`src/sv/bounded_positional_list_unit_assert.svh`:
```
// Assertion macros used by the positional list top level.
`ifndef BOUNDED_POSITIONAL_LIST_UNIT_ASSERT_SVH
`define BOUNDED_POSITIONAL_LIST_UNIT_ASSERT_SVH

// Check that cons holds in the same cycle as ante.
`define BPL_ASSERT_IMPLY(label, clk, rst_n, ante, cons) \
    label: assert property (@(posedge clk) disable iff (!rst_n) (ante) |-> (cons)) \
        else $error("positional list assertion failed");

// Check that cons holds in the cycle after ante.
`define BPL_ASSERT_NEXT(label, clk, rst_n, ante, cons) \
    label: assert property (@(posedge clk) disable iff (!rst_n) (ante) |=> (cons)) \
        else $error("positional list assertion failed");

`endif

```
`src/sv/bpl_pkg.sv`:
```
// Package of commands, status codes, field widths and cell control for the positional list.
package bpl_pkg;

    // input item field widths
    localparam int CMD_W   = 3;
    localparam int POS_W   = 6;
    localparam int VAL_W   = 32;
    localparam int IN_BITS = CMD_W + POS_W + VAL_W;
    localparam int IN_W    = ((IN_BITS + 7) / 8) * 8;

    // result item field widths
    localparam int RD_W     = 32;
    localparam int CNT_OUT_W = 6;
    localparam int STAT_W   = 2;
    localparam int OUT_BITS = RD_W + CNT_OUT_W + 1 + STAT_W;
    localparam int OUT_W    = ((OUT_BITS + 7) / 8) * 8;

    typedef enum logic [CMD_W-1:0] {
        CMD_INS_POS = 3'd0,
        CMD_INS_END = 3'd1,
        CMD_DEL_POS = 3'd2,
        CMD_DEL_END = 3'd3,
        CMD_READ    = 3'd4
    } t_cmd;

    typedef enum logic [STAT_W-1:0] {
        ST_DONE = 2'd0,
        ST_ERR  = 2'd1,
        ST_FULL = 2'd2
    } t_status;

    // shift controls broadcast to every cell
    typedef struct packed {
        logic ins;
        logic del;
    } t_cell_ctl;

endpackage

```
`src/sv/bpl_cell.sv`:
```
// One list cell: holds a single entry and shifts with its neighbors.
module bpl_cell #(
    parameter int INDEX      = 0,
    parameter int DATA_WIDTH = 32,
    parameter int K_W        = 7
) (
    input  logic                  i_clk,
    input  bpl_pkg::t_cell_ctl    i_ctl,
    input  logic [K_W-1:0]        i_k,
    input  logic [DATA_WIDTH-1:0] i_value,
    input  logic [DATA_WIDTH-1:0] i_left,
    input  logic [DATA_WIDTH-1:0] i_right,
    output logic [DATA_WIDTH-1:0] o_data,
    output logic [DATA_WIDTH-1:0] o_rd
);

    localparam logic [K_W-1:0] MY_IDX = K_W'(INDEX);

    logic [DATA_WIDTH-1:0] r_data;
    logic [DATA_WIDTH-1:0] n_data;
    logic                  w_at;
    logic                  w_after;

    assign w_at    = (i_k == MY_IDX);
    assign w_after = (MY_IDX > i_k);

    // take the new word, shift back from the left, or close the gap from the right
    always_comb begin
        n_data = r_data;
        if (i_ctl.ins) begin
            if (w_at) begin
                n_data = i_value;
            end else if (w_after) begin
                n_data = i_left;
            end
        end else if (i_ctl.del) begin
            if (w_at || w_after) begin
                n_data = i_right;
            end
        end
    end

    always_ff @(posedge i_clk) begin
        r_data <= n_data;
    end

    // drive the shared read bus only when addressed
    assign o_data = r_data;
    assign o_rd   = w_at ? r_data : '0;

endmodule

```
`src/sv/bounded_positional_list_unit.sv`:
```
// Positional list top level: command decode, cell chain and result register.
// Result: each item's result is registered as the item is accepted and shown in the cycle after.
// Throughput: one item per cycle unless a result waits on m_tready; every cell compares its index with
// the position and shifts in the same cycle, and the result register drains while the next item enters.
// Reset: i_rst_n (synchronous, active low) empties the list and drops a pending result;
// cell contents are left as they are and are never read before being written.
module bounded_positional_list_unit #(
    parameter int CAPACITY   = 32,
    parameter int DATA_WIDTH = 32
) (
    input  logic                     i_clk,
    input  logic                     i_rst_n,
    input  logic                     s_tvalid,
    output logic                     s_tready,
    // command[2:0], position[8:3], value[40:9], zero fill above
    input  logic [bpl_pkg::IN_W-1:0] s_tdata,
    output logic                     m_tvalid,
    input  logic                     m_tready,
    // read_value[31:0], count[37:32], empty_res[38], status[40:39], zero fill above
    output logic [bpl_pkg::OUT_W-1:0] m_tdata
);

`include "bounded_positional_list_unit_assert.svh"

    localparam int CNT_W = $clog2(CAPACITY + 1);
    localparam int CMP_W = ((CNT_W > bpl_pkg::POS_W) ? CNT_W : bpl_pkg::POS_W) + 1;
    localparam int EXT_W = (DATA_WIDTH > bpl_pkg::VAL_W) ? DATA_WIDTH : bpl_pkg::VAL_W;
    localparam logic [CNT_W-1:0] CAP_CNT = CNT_W'(CAPACITY);

    logic                       w_accept;
    bpl_pkg::t_cmd              w_cmd;
    logic [bpl_pkg::POS_W-1:0]  w_pos;
    logic [bpl_pkg::VAL_W-1:0]  w_val;
    logic [CMP_W-1:0]           w_pos_c;
    logic [CMP_W-1:0]           w_cnt_c;
    logic [CMP_W-1:0]           w_cnt1_c;
    logic [CMP_W-1:0]           w_k;
    logic [EXT_W-1:0]           w_val_ext;
    logic [DATA_WIDTH-1:0]      w_wr_word;
    logic [DATA_WIDTH-1:0]      w_rd_word;
    logic signed [EXT_W-1:0]    w_rd_ext;
    logic [bpl_pkg::RD_W-1:0]   w_rd_out;
    bpl_pkg::t_status           w_status;
    bpl_pkg::t_cell_ctl         w_ctl;
    bpl_pkg::t_cell_ctl         w_ctl_gated;
    logic                       w_full;

    logic [CNT_W-1:0]           r_count;
    logic [CNT_W-1:0]           n_count;
    logic                       r_m_valid;
    logic [bpl_pkg::RD_W-1:0]   r_res_rd;
    logic [bpl_pkg::CNT_OUT_W-1:0] r_res_cnt;
    logic                       r_res_empty;
    bpl_pkg::t_status           r_res_stat;

    logic [DATA_WIDTH-1:0]      w_cell_data [CAPACITY];
    logic [DATA_WIDTH-1:0]      w_cell_rd   [CAPACITY];

    // unpack the input item
    assign w_cmd   = bpl_pkg::t_cmd'(s_tdata[bpl_pkg::CMD_W-1:0]);
    assign w_pos   = s_tdata[bpl_pkg::CMD_W +: bpl_pkg::POS_W];
    assign w_val   = s_tdata[bpl_pkg::CMD_W + bpl_pkg::POS_W +: bpl_pkg::VAL_W];

    assign s_tready = !r_m_valid || m_tready;
    assign w_accept = s_tvalid && s_tready;

    assign w_pos_c   = CMP_W'(w_pos);
    assign w_cnt_c   = CMP_W'(r_count);
    assign w_cnt1_c  = w_cnt_c + CMP_W'(1);
    assign w_full    = (r_count == CAP_CNT);
    assign w_val_ext = EXT_W'(w_val);
    assign w_wr_word = w_val_ext[DATA_WIDTH-1:0];

    // sign-extend the addressed entry into the read field
    assign w_rd_ext = EXT_W'(signed'(w_rd_word));
    assign w_rd_out = w_rd_ext[bpl_pkg::RD_W-1:0];

    // decode the command into shift controls, target index and status
    always_comb begin
        w_ctl    = '0;
        w_k      = w_pos_c - CMP_W'(1);
        w_status = bpl_pkg::ST_ERR;
        n_count  = r_count;
        unique case (w_cmd)
            bpl_pkg::CMD_INS_POS: begin
                if (w_pos_c == '0 || w_pos_c > w_cnt1_c) begin
                    w_status = bpl_pkg::ST_ERR;
                end else if (w_full) begin
                    w_status = bpl_pkg::ST_FULL;
                end else begin
                    w_ctl.ins = 1'b1;
                    w_status  = bpl_pkg::ST_DONE;
                    n_count   = r_count + CNT_W'(1);
                end
            end
            bpl_pkg::CMD_INS_END: begin
                w_k = w_cnt_c;
                if (w_full) begin
                    w_status = bpl_pkg::ST_FULL;
                end else begin
                    w_ctl.ins = 1'b1;
                    w_status  = bpl_pkg::ST_DONE;
                    n_count   = r_count + CNT_W'(1);
                end
            end
            bpl_pkg::CMD_DEL_POS: begin
                if (w_pos_c == '0 || w_pos_c > w_cnt_c) begin
                    w_status = bpl_pkg::ST_ERR;
                end else begin
                    w_ctl.del = 1'b1;
                    w_status  = bpl_pkg::ST_DONE;
                    n_count   = r_count - CNT_W'(1);
                end
            end
            bpl_pkg::CMD_DEL_END: begin
                w_k = w_cnt_c - CMP_W'(1);
                if (r_count == '0) begin
                    w_status = bpl_pkg::ST_ERR;
                end else begin
                    w_ctl.del = 1'b1;
                    w_status  = bpl_pkg::ST_DONE;
                    n_count   = r_count - CNT_W'(1);
                end
            end
            bpl_pkg::CMD_READ: begin
                if (w_pos_c == '0 || w_pos_c > w_cnt_c) begin
                    w_status = bpl_pkg::ST_ERR;
                end else begin
                    w_status = bpl_pkg::ST_DONE;
                end
            end
            default: begin
                w_status = bpl_pkg::ST_ERR;
            end
        endcase
    end

    // shift only on an accepted item
    always_comb begin
        w_ctl_gated     = w_ctl;
        w_ctl_gated.ins = w_ctl.ins && w_accept;
        w_ctl_gated.del = w_ctl.del && w_accept;
    end

    // chain of cells, each wired to its left and right neighbor
    for (genvar g = 0; g < CAPACITY; g++) begin : g_cell
        logic [DATA_WIDTH-1:0] w_left;
        logic [DATA_WIDTH-1:0] w_right;
        if (g == 0) begin : g_first
            assign w_left = '0;
        end else begin : g_mid_l
            assign w_left = w_cell_data[g-1];
        end
        if (g == CAPACITY - 1) begin : g_last
            assign w_right = '0;
        end else begin : g_mid_r
            assign w_right = w_cell_data[g+1];
        end
        bpl_cell #(
            .INDEX      (g),
            .DATA_WIDTH (DATA_WIDTH),
            .K_W        (CMP_W)
        ) u_cell (
            .i_clk   (i_clk),
            .i_ctl   (w_ctl_gated),
            .i_k     (w_k),
            .i_value (w_wr_word),
            .i_left  (w_left),
            .i_right (w_right),
            .o_data  (w_cell_data[g]),
            .o_rd    (w_cell_rd[g])
        );
    end

    // combine the read bus: at most one cell drives it
    always_comb begin
        w_rd_word = '0;
        for (int i = 0; i < CAPACITY; i++) begin
            w_rd_word = w_rd_word | w_cell_rd[i];
        end
    end

    // advance the entry count
    always_ff @(posedge i_clk) begin
        if (!i_rst_n) begin
            r_count <= '0;
        end else if (w_accept) begin
            r_count <= n_count;
        end
    end

    // hold the result until the master side takes it
    always_ff @(posedge i_clk) begin
        if (!i_rst_n) begin
            r_m_valid <= 1'b0;
        end else if (w_accept) begin
            r_m_valid <= 1'b1;
        end else if (m_tready) begin
            r_m_valid <= 1'b0;
        end
    end

    always_ff @(posedge i_clk) begin
        if (w_accept) begin
            if (w_cmd == bpl_pkg::CMD_READ) begin
                r_res_rd <= (w_status == bpl_pkg::ST_DONE) ? w_rd_out : '1;
            end else begin
                r_res_rd <= '0;
            end
            r_res_cnt   <= bpl_pkg::CNT_OUT_W'(n_count);
            r_res_empty <= (n_count == '0);
            r_res_stat  <= w_status;
        end
    end

    // pack the result item
    assign m_tvalid = r_m_valid;
    assign m_tdata  = bpl_pkg::OUT_W'({r_res_stat, r_res_empty, r_res_cnt, r_res_rd});

    // list never grows past its capacity
    `BPL_ASSERT_IMPLY(a_count_bound, i_clk, i_rst_n, 1'b1, r_count <= CAP_CNT)
    // an insert refused as full only happens on a full list
    `BPL_ASSERT_IMPLY(a_full_only_at_cap, i_clk, i_rst_n,
        w_accept && w_status == bpl_pkg::ST_FULL, r_count == CAP_CNT)
    // a completed insert grows the list by one
    `BPL_ASSERT_NEXT(a_ins_grows, i_clk, i_rst_n,
        w_accept && w_ctl.ins, r_count == $past(r_count) + CNT_W'(1))
    // a bad read returns all ones
    `BPL_ASSERT_NEXT(a_bad_read, i_clk, i_rst_n,
        w_accept && w_cmd == bpl_pkg::CMD_READ && w_status == bpl_pkg::ST_ERR,
        r_res_rd == '1 && r_m_valid)

endmodule
```
`config.mk`:
```
export PLATFORM = sky130hd
export DESIGN_NAME = bounded_positional_list_unit
export DESIGN_NICKNAME = d
export VERILOG_FILES = /design/src/sv/bpl_pkg.sv /design/src/sv/bpl_cell.sv /design/src/sv/bounded_positional_list_unit.sv
export VERILOG_INCLUDE_DIRS = /design/src /design/src/sv
export SDC_FILE = /design/constraint.sdc
export NUM_CORES = 2
export LEC_CHECK = 0
export ABC_AREA = 1
export BUFFER_PORTS_ARGS = -buffer_cell sky130_fd_sc_hd__buf_4
export CORE_MARGIN = 5
export CORE_UTILIZATION = 45
export DETAILED_ROUTE_END_ITERATION = 6
export SLEW_MARGIN = 20
export SYNTH_ARGS = -nofsm -noshare
export SYNTH_HDL_FRONTEND = slang
export SYNTH_HIERARCHICAL = 1
export SYNTH_SLANG_ARGS = --single-unit
```
`constraint.sdc`:
```
create_clock -name i_clk -period 25.6 [get_ports i_clk]
set_clock_uncertainty 0.15 [all_clocks]
set_input_delay 6.4 -clock i_clk [delete_from_list [all_inputs] [get_ports i_clk]]
set_output_delay 6.4 -clock i_clk [all_outputs]
set_load 0.02 [all_outputs]
```
Word level (Yosys, flattened, before mapping)
Cells that the tools add are included.
Storage, ports and cells
  bits in registers: 1072
  input port bits: 52
  output and inout port bits: 50
  logic and storage cells: 500
Cells by class
  $add $sub $neg: 5
  $lt $le $gt $ge: 34
  eq/ne operators: 68
  multiplexer cells: 212
  bitwise logic cells: 31
  reductions and logical operators: 112
Operator list (number)
  32-bit 2-to-1 mux: 193
  32-bit bitwise OR: 31
  7-bit by 5-bit == test with 1-bit output (second input constant): 16
  5-bit by 7-bit > comparator with 1-bit output (first input constant): 16
  3-bit AND reduction: 32
  3-bit by 1-bit != test with 1-bit output (second input constant): 31
  2-bit nonzero test: 34
  7-bit by 4-bit == test with 1-bit output (second input constant): 8
  4-bit by 7-bit > comparator with 1-bit output (first input constant): 8
  1-bit logical OR: 35
  7-bit by 3-bit == test with 1-bit output (second input constant): 4
  3-bit by 7-bit > comparator with 1-bit output (first input constant): 4
  6-bit 2-to-1 mux: 4
  6-bit one-hot mux with 4 select lines: 1
  7-bit by 2-bit == test with 1-bit output (second input constant): 2
  1-bit by 7-bit > comparator with 1-bit output (first input constant): 2
  2-bit by 7-bit > comparator with 1-bit output (first input constant): 2
  7-bit logical NOT: 2
  7-bit one-hot mux with 2 select lines: 1
  6-bit by 1-bit subtractor with 7-bit output (second input constant): 2
  6-bit logical NOT: 2
  1-bit 2-to-1 mux: 8
  2-bit one-hot mux with 4 select lines: 1
  6-bit by 1-bit adder with 7-bit output (second input constant): 1
  other kinds (17): 22

Depth between registers and ports, before layout
  word-level depth: 36
  gate-level depth with buffers: 22
  depth with buffers taken out: 20

Modules after synthesis
Netlist, hierarchy kept.
By module, submodules not included
  bounded_positional_list_unit: times used 1, cells an instance 717, area each 5363.9 µm², sequential area each 1371.3 µm²
  bpl_cell (g_cell[25].u_cell ...): times used 2, cells an instance 350, area each 2357.3 µm², sequential area each 960.9 µm²
  bpl_cell (g_cell[23].u_cell ...): times used 2, cells an instance 350, area each 2297.2 µm², sequential area each 960.9 µm²
  bpl_cell (g_cell[0].u_cell): times used 1, cells an instance 357, area each 2861.5 µm², sequential area each 960.9 µm²
  bpl_cell (g_cell[1].u_cell): times used 1, cells an instance 357, area each 2517.4 µm², sequential area each 960.9 µm²
  bpl_cell (g_cell[20].u_cell): times used 1, cells an instance 329, area each 2503.7 µm², sequential area each 960.9 µm²
  bpl_cell (g_cell[22].u_cell): times used 1, cells an instance 358, area each 2459.9 µm², sequential area each 960.9 µm²
  bpl_cell (g_cell[13].u_cell): times used 1, cells an instance 358, area each 2366.0 µm², sequential area each 960.9 µm²
  bpl_cell (g_cell[6].u_cell): times used 1, cells an instance 352, area each 2357.3 µm², sequential area each 960.9 µm²
  bpl_cell (g_cell[4].u_cell): times used 1, cells an instance 358, area each 2356.0 µm², sequential area each 960.9 µm²
  bpl_cell (g_cell[5].u_cell): times used 1, cells an instance 317, area each 2356.0 µm², sequential area each 960.9 µm²
  bpl_cell (g_cell[14].u_cell): times used 1, cells an instance 355, area each 2352.3 µm², sequential area each 960.9 µm²
  bpl_cell (g_cell[2].u_cell): times used 1, cells an instance 359, area each 2347.3 µm², sequential area each 960.9 µm²
  bpl_cell (g_cell[21].u_cell): times used 1, cells an instance 355, area each 2333.5 µm², sequential area each 960.9 µm²
  +17 rows

Worst setup path after synthesis
Ideal clock, no wire load.
  path kind: input port to flip-flop
  start point: in s_tdata[1] (netlist name)
  end point: reg g_cell[30].u_cell.r_data[0] (enable)
  arrival: 13.967 ns
  required time: 24.660 ns
  slack: 10.693 ns
  cell stages on the path: 5
  buffers on the path: 1
  cell sequence: nor3_2 inv_2 buf_2 o21ai_0 a211oi_1
Between the ends
  word-level cells in the longest chain between the ends: 6
Ends and longest elaborated chain
  start: declaration: line bounded_positional_list_unit.sv:16  | input logic [bpl_pkg::IN_W-1:0] s_tdata,
  3-bit by 2-bit == test with 1-bit output or 3-bit by 1-bit == test with 1-bit output (tied branches): line bounded_positional_list_unit.sv:84  | unique case (w_cmd)
  7-bit one-hot mux with 2 select lines *: line bounded_positional_list_unit.sv:84
  net w_k[0]: line bounded_positional_list_unit.sv:37  | logic [CMP_W-1:0] w_k;
  5-bit by 7-bit > comparator with 1-bit output or 7-bit by 5-bit == test with 1-bit output (tied branches): line bpl_cell.sv:25, bpl_cell.sv:24
  1-bit logical OR: line bpl_cell.sv:37  | if (w_at || w_after) begin
  2-bit nonzero test (no line)
  3-bit AND reduction (no line) *
  end signal: assignment: line bpl_cell.sv:44  | r_data <= n_data;
  end: declaration: line bpl_cell.sv:19  | logic [DATA_WIDTH-1:0] r_data;
Mark *: on every way through the listed nets, which the timed path passes. The rest lies on a longest branch.
A chain may end at the register's enable or synchronous reset.

Worst setup path after layout
  start point: in m_tready
  end point: out s_tready
Between the ends
  word-level cells in the longest chain between the ends: 1
Ends and longest elaborated chain
  start: declaration: line bounded_positional_list_unit.sv:18  | input logic m_tready,
  1-bit logical OR: line bounded_positional_list_unit.sv:64  | assign s_tready = !r_m_valid || m_tready;
  end: declaration: line bounded_positional_list_unit.sv:14  | output logic s_tready,
No other way between the ends.

==> impl_metrics.json <==
{
  "status": "complete, no violations",
  "viasPerCell": 5.23,
  "first_iter_violations": 7874,
  "setup_ws_ns": 12.25,
  "setup_viol": 0,
  "synth_edf_count": 1065,
  "critPathCaptureType": "primary output",
  "crit_path_max_incr_delay_ns": 0.17,
  "cts_tree": "yes",
  "p_leak_nw": 46.9,
  "clock_path_buffers": 3,
  "vias": 74320,
  "die-area_sq_mm": 0.188,
  "crit_type": "input pin to primary output",
  "worstReg2RegStart": "r_count[0]$_SDFFE_PN0P_",
  "peakVddDrop_uv": 65.4,
  "cts_buffers": 137,
  "cp_num_buf_inv": 3,
  "powerDensity_mw_per_mm2": 55.5,
  "fmaxAchievable_mhz": 74.9,
  "wl_per_cell_um": 20.2,
  "ys_seq_area_frac": 0.398,
  "place_inst": 13975,
  "dieHeight_um": 434,
  "crit_slowest_cell": "buf_4",
  "r2r_end": "g_cell[10].u_cell/o_data[9]$_DFFE_PP_",
  "holdPathStages": 2,
  "grt_setup_unrepaired": "false",
  "final_area_sq_mm": 0.0863,
  "required_ns": 19.05,
  "yosysWarnings": 6,
  "fin_crit_sh": 0.521,
  "startpoint": "m_tready",
  "critPathMostFrequentCell": "buf_4",
  "grt_pass1_vias": 70582,
  "synth_cell_types": 47,
  "ctsHoldBuffers": 0,
  "slew-limit-headroom": 0.142,
  "report.final.hold_viol_count": 0,
  "cts_resized": 0,
  "slew_violations": 0,
  "drv_cap": 0,
  "synth_seq_cells": 1072,
  "grt_usage": 0.297,
  "ys.flop_type": "edfxtp_1",
  "synthesis.area_sq_mm": 0.0807,
  "cp_max_fo": 3,
  "tns_ns": 0,
  "post-place-ws_ns": 12.24,
  "finish.utilization": 0.483,
  "route.detailed.drc": 0,
  "start_util": 0.452,
  "ys_async_sr_fraction": 0,
  "hpwl_um": 183000,
  "wl_um": 288000,
  "hold_ws_ns": 0.385,
  "synth_area_leaders": "edfxtp_1, nand2_1, inv_1",
  "startpoint_type": "input pin",
  "nNetsFinal": 11826,
  "grt_start_max_net_pins": 132,
  "path_cells": "buf_4 -> inv_1 -> nand2_1 -> buf_4",
  "drt-pass1-iter-count": 6,
  "layout-area-overhead-vs-synth_pct": 6.87,
  "core_sq_mm": 0.178,
  "root_buffer": "clkbuf_16",
  "place.gp.congestion": 0.870,
  "htreeDepth": 4,
  "fillCellCount": 18161,
  "holdCritPathClass": "flop to flop",
  "postCtsSetupRepairBufs": 0,
  "insertion_delay_ns": 0.80,
  "ant_nets": 0,
  "yosys.area.top_type_share": 0.396,
  "drive_gt1_frac": 0.0754,
  "ff2ff_path_depth": 22,
  "min_from": "m_tvalid$_SDFFE_PN0P_",
  "grt_pass1_wl_um": 434000,
  "worst_slew_pin_slew_ns": 1.27,
  "ios": 102,
  "avgSynthCellArea_sq_um": 6.75,
  "final_cell_count_no_fill": 14220,
  "yosysMostFrequentCell": "nand2_1",
  "crit_family": "buffers and inverters",
  "clk_pin_slew_ns": 0.06,
  "die_w_um": 434,
  "grt-ovfl-total": 0,
  "antenna_found_initial": 4,
  "synth_cells": 11954,
  "crit_arrival_ns": 6.80,
  "yosysTopAreaCell": "edfxtp_1",
  "row_count": 155,
  "synth_common_cells": "nand2_1, inv_1, nand3_1",
  "reg2reg_slack_ns": 18.04,
  "whs_endpoint": "m_tvalid$_SDFFE_PN0P_",
  "power_mw": 4.79,
  "fin_crit_ns": 13.35,
  "cts.sinks": 1072,
  "portBuffers": 87,
  "placed_area_sq_mm": 0.0821
}
==> metal layers <==
| layer | vias up | global-route usage | wire [um] | share of wire |
|---|---|---|---|---|
| li1 | 35967 | - | - | - |
| met3 | 671 | 0.0465 | 23600 | 0.082 |
| met5 | - | 0 | 24 | 0.000083 |
| met1 | 34285 | 0.383 | 118000 | 0.41 |
| met2 | 3393 | 0.502 | 134000 | 0.47 |
| met4 | 4 | 0.115 | 11600 | 0.040 |
==> tightest hold or removal path, stage by stage, from the launching register on <==
cell     delay [ns]
dfxtp_1        0.31
nand2_1        0.10
a21oi_1        0.07
==> logic make-up (layout without fill, tap and decap cells) <==
logic type                 Yosys count  count (layout)  synth area share
AOI/OAI and AO/OA                  260             260            0.0226
xor gates and xnor gates            10              10           0.00109
adders and majority gates           15              15           0.00233
buffers and inverters             3823            3663             0.198
DFF                               1072            1072             0.398
other                                1              72         0.0000465
and+or+nand+nor                   6773            6773             0.378
==> layout make-up <==
| class | instances | area, sq um | area share |
|---|---|---|---|
| Antenna cell | 1 | 2.50 | 0.0000290 |
| Clock inverter | 65 | 497 | 0.00576 |
| Multi-Input combinational cell | 7129 | 33200 | 0.385 |
| Clock buffer | 179 | 3660 | 0.0424 |
| Sequential cell | 1072 | 32100 | 0.372 |
| Tap cell | 2355 | 2950 | 0.0342 |
| Inverter | 3174 | 11900 | 0.138 |
| Timing Repair Buffer | 245 | 1860 | 0.0216 |
==> registers in the layout, summed over array words and instances, names as in the netlist <==
register and count:
r_res_rd 32, r_res_cnt 6, r_count 6, m_tvalid 1
r_res_empty 1, g_cell.u_cell/o_data 1024, r_res_stat 2
==> worst max path at each step <==
stage                                            end  slack (ns)  cells past startpoint
2_1_floorplan  g_cell[30].u_cell/o_data[0]$_DFFE_PP_       10.69                      5
3_3_place_gp                                s_tready       12.27                      4
3_5_place_dp                                s_tready       12.24                      4
4_1_cts                                     s_tready       12.24                      4
5_1_grt                                     s_tready       12.21                      4
6_report                                    s_tready       12.25                      4
==> placed cells by master (no fill, tap or decap), types with 11 or more instances in the layout <==
cell       count
inv_2         61
nor4_1       252
a21oi_4       11
nand2_2       35
inv_1       3104
o21bai_1      96
nor2_4        86
nor2_2       114
nor2_1      1003
ha_1          15
a21oi_1       18
o21ai_1       37
a21oi_2       30
nand3_1     1904
clkinv_2      16
nand3_2       22
o21ai_0       18
edfxtp_1    1065
conb_1        71
buf_4        243
clkinv_1      37
nand4_1      163
clkbuf_16    140
nand2_1     3127
o21ai_2       32
clkbuf_1      38
nand2_4       28
==> where the power goes <==
group | internal, mW | switching (mW) | leakage, nW | total, mW
combinational | 0.196 | 0.687 | 35.1 | 0.883
sequential | 2.00 | 0.0403 | 9.75 | 2.04
clock | 1.04 | 0.820 | 2.02 | 1.86
total | 3.24 | 1.55 | 46.9 | 4.79
Power figures use the tool's default switching activity.
